### src/sv/clc_pkg.sv
// Shared types, register codes and the distance function for the leader clustering block.
// No dependencies; used by clc_cell and circular_leader_clustering.
package clc_pkg;

  localparam int unsigned VALUE_W = 16;
  localparam int unsigned RES_W   = 17;
  localparam int unsigned INDEX_W = 6;
  localparam int unsigned COUNT_W = 7;
  localparam int unsigned DATA_W  = 32;
  localparam int unsigned ADDR_W  = 3;

  localparam logic             MODE_RESET = 1'b1;
  localparam logic [RES_W-1:0] RES_RESET  = 17'd656;

  localparam logic [VALUE_W-1:0] HALF_CIRCLE = 16'd32768;
  localparam logic [RES_W-1:0]   FULL_CIRCLE = 17'h10000;

  // register select, taken from paddr[2]
  localparam logic REG_MODE = 1'b0;
  localparam logic REG_RES  = 1'b1;

  typedef struct packed {
    logic               valid;
    logic [VALUE_W-1:0] value;
    logic               found;
    logic               created;
  } tok_t;

  function automatic logic [RES_W-1:0] leader_distance(input logic [VALUE_W-1:0] a,
                                                       input logic [VALUE_W-1:0] b,
                                                       input logic circ);
    logic [VALUE_W-1:0] d;
    d = (a >= b) ? (a - b) : (b - a);
    if (circ && (d > HALF_CIRCLE)) begin
      return FULL_CIRCLE - {1'b0, d};
    end
    return {1'b0, d};
  endfunction

endpackage

### src/sv/clc_cell.sv
// One leader cell of the chain: holds one group leader and passes the request onward.
// Depends on clc_pkg (tok_t, leader_distance).
module clc_cell #(
  parameter int unsigned CELL_IDX = 0,
  parameter int unsigned IDX_W    = 6,
  parameter int unsigned CNT_W    = 7
) (
  input  logic                        clk_i,
  input  logic                        rst_ni,
  input  logic                        circular_mode_i,
  input  logic [clc_pkg::RES_W-1:0]   resolution_i,
  input  clc_pkg::tok_t               tok_i,
  input  logic [IDX_W-1:0]            idx_i,
  input  logic [CNT_W-1:0]            cnt_i,
  output clc_pkg::tok_t               tok_o,
  output logic [IDX_W-1:0]            idx_o,
  output logic [CNT_W-1:0]            cnt_o
);
  import clc_pkg::*;

  logic [VALUE_W-1:0] leader_q;
  tok_t               tok_q, tok_d;
  logic [IDX_W-1:0]   idx_q, idx_d;
  logic [CNT_W-1:0]   cnt_q, cnt_d;
  logic               open_req;
  logic               occupied;
  logic               hit;
  logic               claim;
  logic [RES_W-1:0]   lead_gap;

  assign open_req = tok_i.valid & ~tok_i.found;
  assign occupied = CNT_W'(CELL_IDX) < cnt_i;
  assign lead_gap = leader_distance(leader_q, tok_i.value, circular_mode_i);
  assign hit      = open_req & occupied & (lead_gap < resolution_i);
  assign claim    = open_req & (cnt_i == CNT_W'(CELL_IDX));

  always_comb begin
    tok_d = tok_i;
    idx_d = idx_i;
    cnt_d = cnt_i;
    priority if (hit) begin
      tok_d.found = 1'b1;
      idx_d       = IDX_W'(CELL_IDX);
    end else if (claim) begin
      tok_d.found   = 1'b1;
      tok_d.created = 1'b1;
      idx_d         = IDX_W'(CELL_IDX);
      cnt_d         = cnt_i + CNT_W'(1);
    end else begin
      tok_d = tok_i;
    end
  end

  always_ff @(posedge clk_i or negedge rst_ni) begin
    if (!rst_ni) begin
      tok_q <= '0;
    end else begin
      tok_q <= tok_d;
    end
  end

  always_ff @(posedge clk_i) begin
    idx_q <= idx_d;
    cnt_q <= cnt_d;
    if (claim) begin
      leader_q <= tok_i.value;
    end
  end

  assign tok_o = tok_q;
  assign idx_o = idx_q;
  assign cnt_o = cnt_q;

endmodule

### config.mk
export PLATFORM = sky130hd
export DESIGN_NAME = clc_cell
export DESIGN_NICKNAME = d
export VERILOG_FILES = /design/src/sv/clc_pkg.sv /design/src/sv/clc_cell.sv
export SDC_FILE = /design/constraint.sdc
export NUM_CORES = 1
export LEC_CHECK = 0
export ABC_AREA = 0
export ABC_CLOCK_PERIOD_IN_PS = 6500
export BUFFER_PORTS_ARGS = -buffer_cell sky130_fd_sc_hd__buf_2
export CAP_MARGIN = 30
export CORE_ASPECT_RATIO = 1.2
export CORE_MARGIN = 4
export CORE_UTILIZATION = 57
export DETAILED_ROUTE_END_ITERATION = 8
export PLACE_DENSITY = 0.79
export SKIP_LAST_GASP = 1
export SLEW_MARGIN = 15
export SYNTH_ARGS = -nofsm -noshare
export SYNTH_HDL_FRONTEND = slang
export SYNTH_SLANG_ARGS = --single-unit
export TNS_END_PERCENT = 100
### constraint.sdc
create_clock -name clk_i -period 6.5 [get_ports clk_i]
set_clock_uncertainty 0.15 [all_clocks]
set_input_delay 0 -clock clk_i [delete_from_list [all_inputs] [get_ports clk_i]]
set_output_delay 0 -clock clk_i [all_outputs]
set_load 0.005 [all_outputs]
==> results.py <==
metrics = {
    "run_status": {
        "outcome": "finished clean",
    },
    "hold_path": {
        "worstHoldPathType": "input port to async pin",
    },
    "routing": {
        "drt-total-wl_um": 11100,
        "vias": 3931,
        "route.detailed.drc": 0,
        "drt_pass1_iterations": 5,
        "wire_per_inst_um": 16.5,
        "routed_via_density": 5.82,
        "drtAntennaViolNets": 0,
        "drt-initial-drc-count": 274,
    },
    "cells_and_area": {
        "design_area_um2": 5100,
        "drive_gt1_share_pct": 22.4,
        "diodes": 0,
        "seq_area_um2": 1220,
        "n_fill_cell": 557,
        "fin_nets": 689,
        "final_util_pct": 70.1,
        "multi_input_area_um2": 2610,
        "syn_to_final_growth_pct": 19.3,
    },
    "timing": {
        "drv_slew": 0,
        "rsz0062_at_grt": "false",
        "fmax_mhz": 163,
        "hold_violations": 0,
        "worst_pin_slew_ns": 0.702,
        "setup_tns_ns": 0,
        "fin_crit_ns": 6.13,
        "slew_headroom_pct": 53.2,
        "period_share_pct": 94.3,
        "setup_viol": 0,
        "fin_ws_ns": 0.373,
    },
    "synthesis": {
        "ys.flop_type": "dfrtp_1",
        "synth.top_cell.area_share_pct": 14.6,
        "synth_commonest_cells": "inv_1 (67), ha_1 (50), a21oi_1 (34)",
        "synth-edff-count": 16,
        "synth_seq_cells": 48,
        "ys_types": 84,
        "ys.warnings.count": 0,
        "netlist_area_um2": 4280,
        "yosysTopAreaCell": "ha_1",
        "synth.area.top_cells": "ha_1 (15%), edfxtp_1 (11%), dfrtp_1 (11%)",
        "avgSynthCellArea_um2": 8.82,
        "synth-async-reset-ratio_pct": 39.6,
        "post-synth-top-count-cell": "inv_1",
        "synthCells": 485,
        "yosysSeqAreaShare_pct": 28.4,
        "syn_nets": 589,
    },
    "floorplanning": {
        "rows": 34,
        "core_um2": 7270,
        "die-area_um2": 8960,
        "ios": 84,
        "die_width_um": 87.1,
        "die_h_um": 103,
        "start_util_pct": 58.8,
    },
    "grt": {
        "antenna_found_initial": 0,
        "overflow": 0,
        "grt_pass1_vias": 3841,
        "grt_max_degree": 21,
        "grt_pass1_wl_um": 18100,
        "grt_use_total_pct": 25.3,
    },
    "run": {
        "cap_violations": 0,
    },
    "worst_setup_path": {
        "regToRegStartpoint": "leader_q[5]$_DFFE_PP_",
        "r2r_setup_slack_ns": 0.37,
        "critPathArrivalTime_ns": 6.18,
        "cp_top_family": "compound AO/OA/AOI/OAI gates",
        "cp_cell_sequence": "ha_1 -> a21oi_1 -> nand2_1 -> o21ai_1 -> a21oi_1 -> or4_2 -> nand3_1 -> and4b_1 -> nor4bb_1 -> buf_4 -> a31oi_1 -> xnor2_1 -> ha_1 -> and4_1 -> a2111oi_0 -> nand4_1 -> o21ai_1 -> o21bai_1 -> dlygate4sd3_1",
        "rr_worst_depth": 19,
        "slowest_stage": "or4_2",
        "crit_type": "flop to flop",
        "max_stage_delay_ns": 0.64,
        "rr_endpoint": "cnt_o[2]$_DFF_P_",
        "worst-path-stages": 19,
        "critPathCaptureType": "flop",
        "worstPathMaxFanout": 12,
        "worstSetupStartpointType": "flop",
        "required_ns": 6.56,
        "cp_num_buf_inv": 2,
    },
    "place": {
        "io_buffers": 83,
        "place_area_um2": 4600,
        "gpl.final_weighted_congestion": 0.901,
        "place_ws_ns": 0.569,
        "dp_hpwl_um": 7930,
    },
    "pwr": {
        "power_density_nw_per_um2": 163,
        "irDropWorstVdd_uv": 159,
        "p_leak_nw": 2.44,
    },
    "clocking": {
        "cts.root.buffer_cell": "clkbuf_8",
        "worst_skew_pair.late_latency_ns": 0.33,
        "cts_made_buffers": 5,
        "cts_sinks": 48,
        "postCtsSetupRepairBufs": 0,
        "cts_max_level": 2,
        "cts_tree": "done",
        "path_clk_slew_ns": 0.12,
        "clockBufferDepth": 2,
    },
}
## flip-flops by register name, indices dropped and copies added, names as in the netlist
signal,cells
idx_o,6
cnt_o,7
leader_q,16
tok_o,19
## repair_timing
action / CTS / global route
endpoints found under the hold margin: 67 / 0
endpoints found under the setup margin: 0 / 1
hold buffers: 34 / 0
gates resized for setup: 0 / 4
## placed cells by master (no fill, tap or decap), types with 13 or more instances in the layout
cell type      instances
dfrtp_1               19
nand2_1               21
inv_1                 67
o21ai_0               18
nor2_1                33
buf_2                 83
xnor2_1               16
dlygate4sd3_1         34
dfxtp_1               13
ha_1                  49
a21oi_1               34
edfxtp_1              16
## through the flow
stage,std cells,total power [W],hold slack [ns]
floorplan,485,0.000510,-0.446
global placement,632,0.000569,-0.147
detailed placement,632,0.000575,-0.137
CTS,674,0.000832,0.0432
global route,676,0.000882,0.0540
finish,676,0.000834,0.00972
## layout make-up
type                            instances  share of cell area, %
Clock buffer                            7                   2.33
Clock inverter                          1                  0.172
Inverter                               67                   4.93
Multi-Input combinational cell        343                   51.1
Sequential cell                        48                   23.8
Tap cell                               90                   2.21
Timing Repair Buffer                  120                   15.4
## per-layer routing
| metal | share of wire [%] | wire length, µm | vias to the layer above | GRT usage (%) |
|---|---|---|---|---|
| li1 | - | - | 1920 | - |
| met1 | 40 | 4470 | 1811 | 31.7 |
| met2 | 50 | 5520 | 169 | 43.9 |
| met3 | 6.9 | 766 | 31 | 4.32 |
| met4 | 3.3 | 367 | 0 | 8.63 |
| met5 | 0 | 0 | - | 0 |
## cells by family after synthesis
logic type	synth area share, %
flip-flops	28.4
buffers and inverters	10.8
adder cells (fa/ha/maj)	15.6
AO/OA/AOI/OAI	21.8
XOR/XNOR	4.30
other	0.0877
multiplexers	1.96
AND/OR/NAND/NOR	17.1
## power by group
part           leakage, nW  switching [W]  internal [W]
Combinational         1.90       0.000143      0.000121
Clock               0.0651       0.000119      0.000124
Sequential           0.474     0.00000313      0.000323
Total                 2.44       0.000265      0.000568
## how the worst max path moves through the flow
| stage | startpoint | endpoint | slack (ns) |
|---|---|---|---|
| after floorplan | leader_q[0]$_DFFE_PP_ | cnt_o[1]$_DFF_P_ | 1.24 |
| after global placement | leader_q[9]$_DFFE_PP_ | cnt_o[1]$_DFF_P_ | 0.79 |
| after detailed placement | leader_q[9]$_DFFE_PP_ | cnt_o[1]$_DFF_P_ | 0.57 |
| after CTS | leader_q[9]$_DFFE_PP_ | cnt_o[2]$_DFF_P_ | 0.31 |
| after global routing | tok_i[7] | cnt_o[2]$_DFF_P_ | 0.01 |
| final | leader_q[5]$_DFFE_PP_ | cnt_o[2]$_DFF_P_ | 0.37 |
Power figures use the tool's default switching activity.
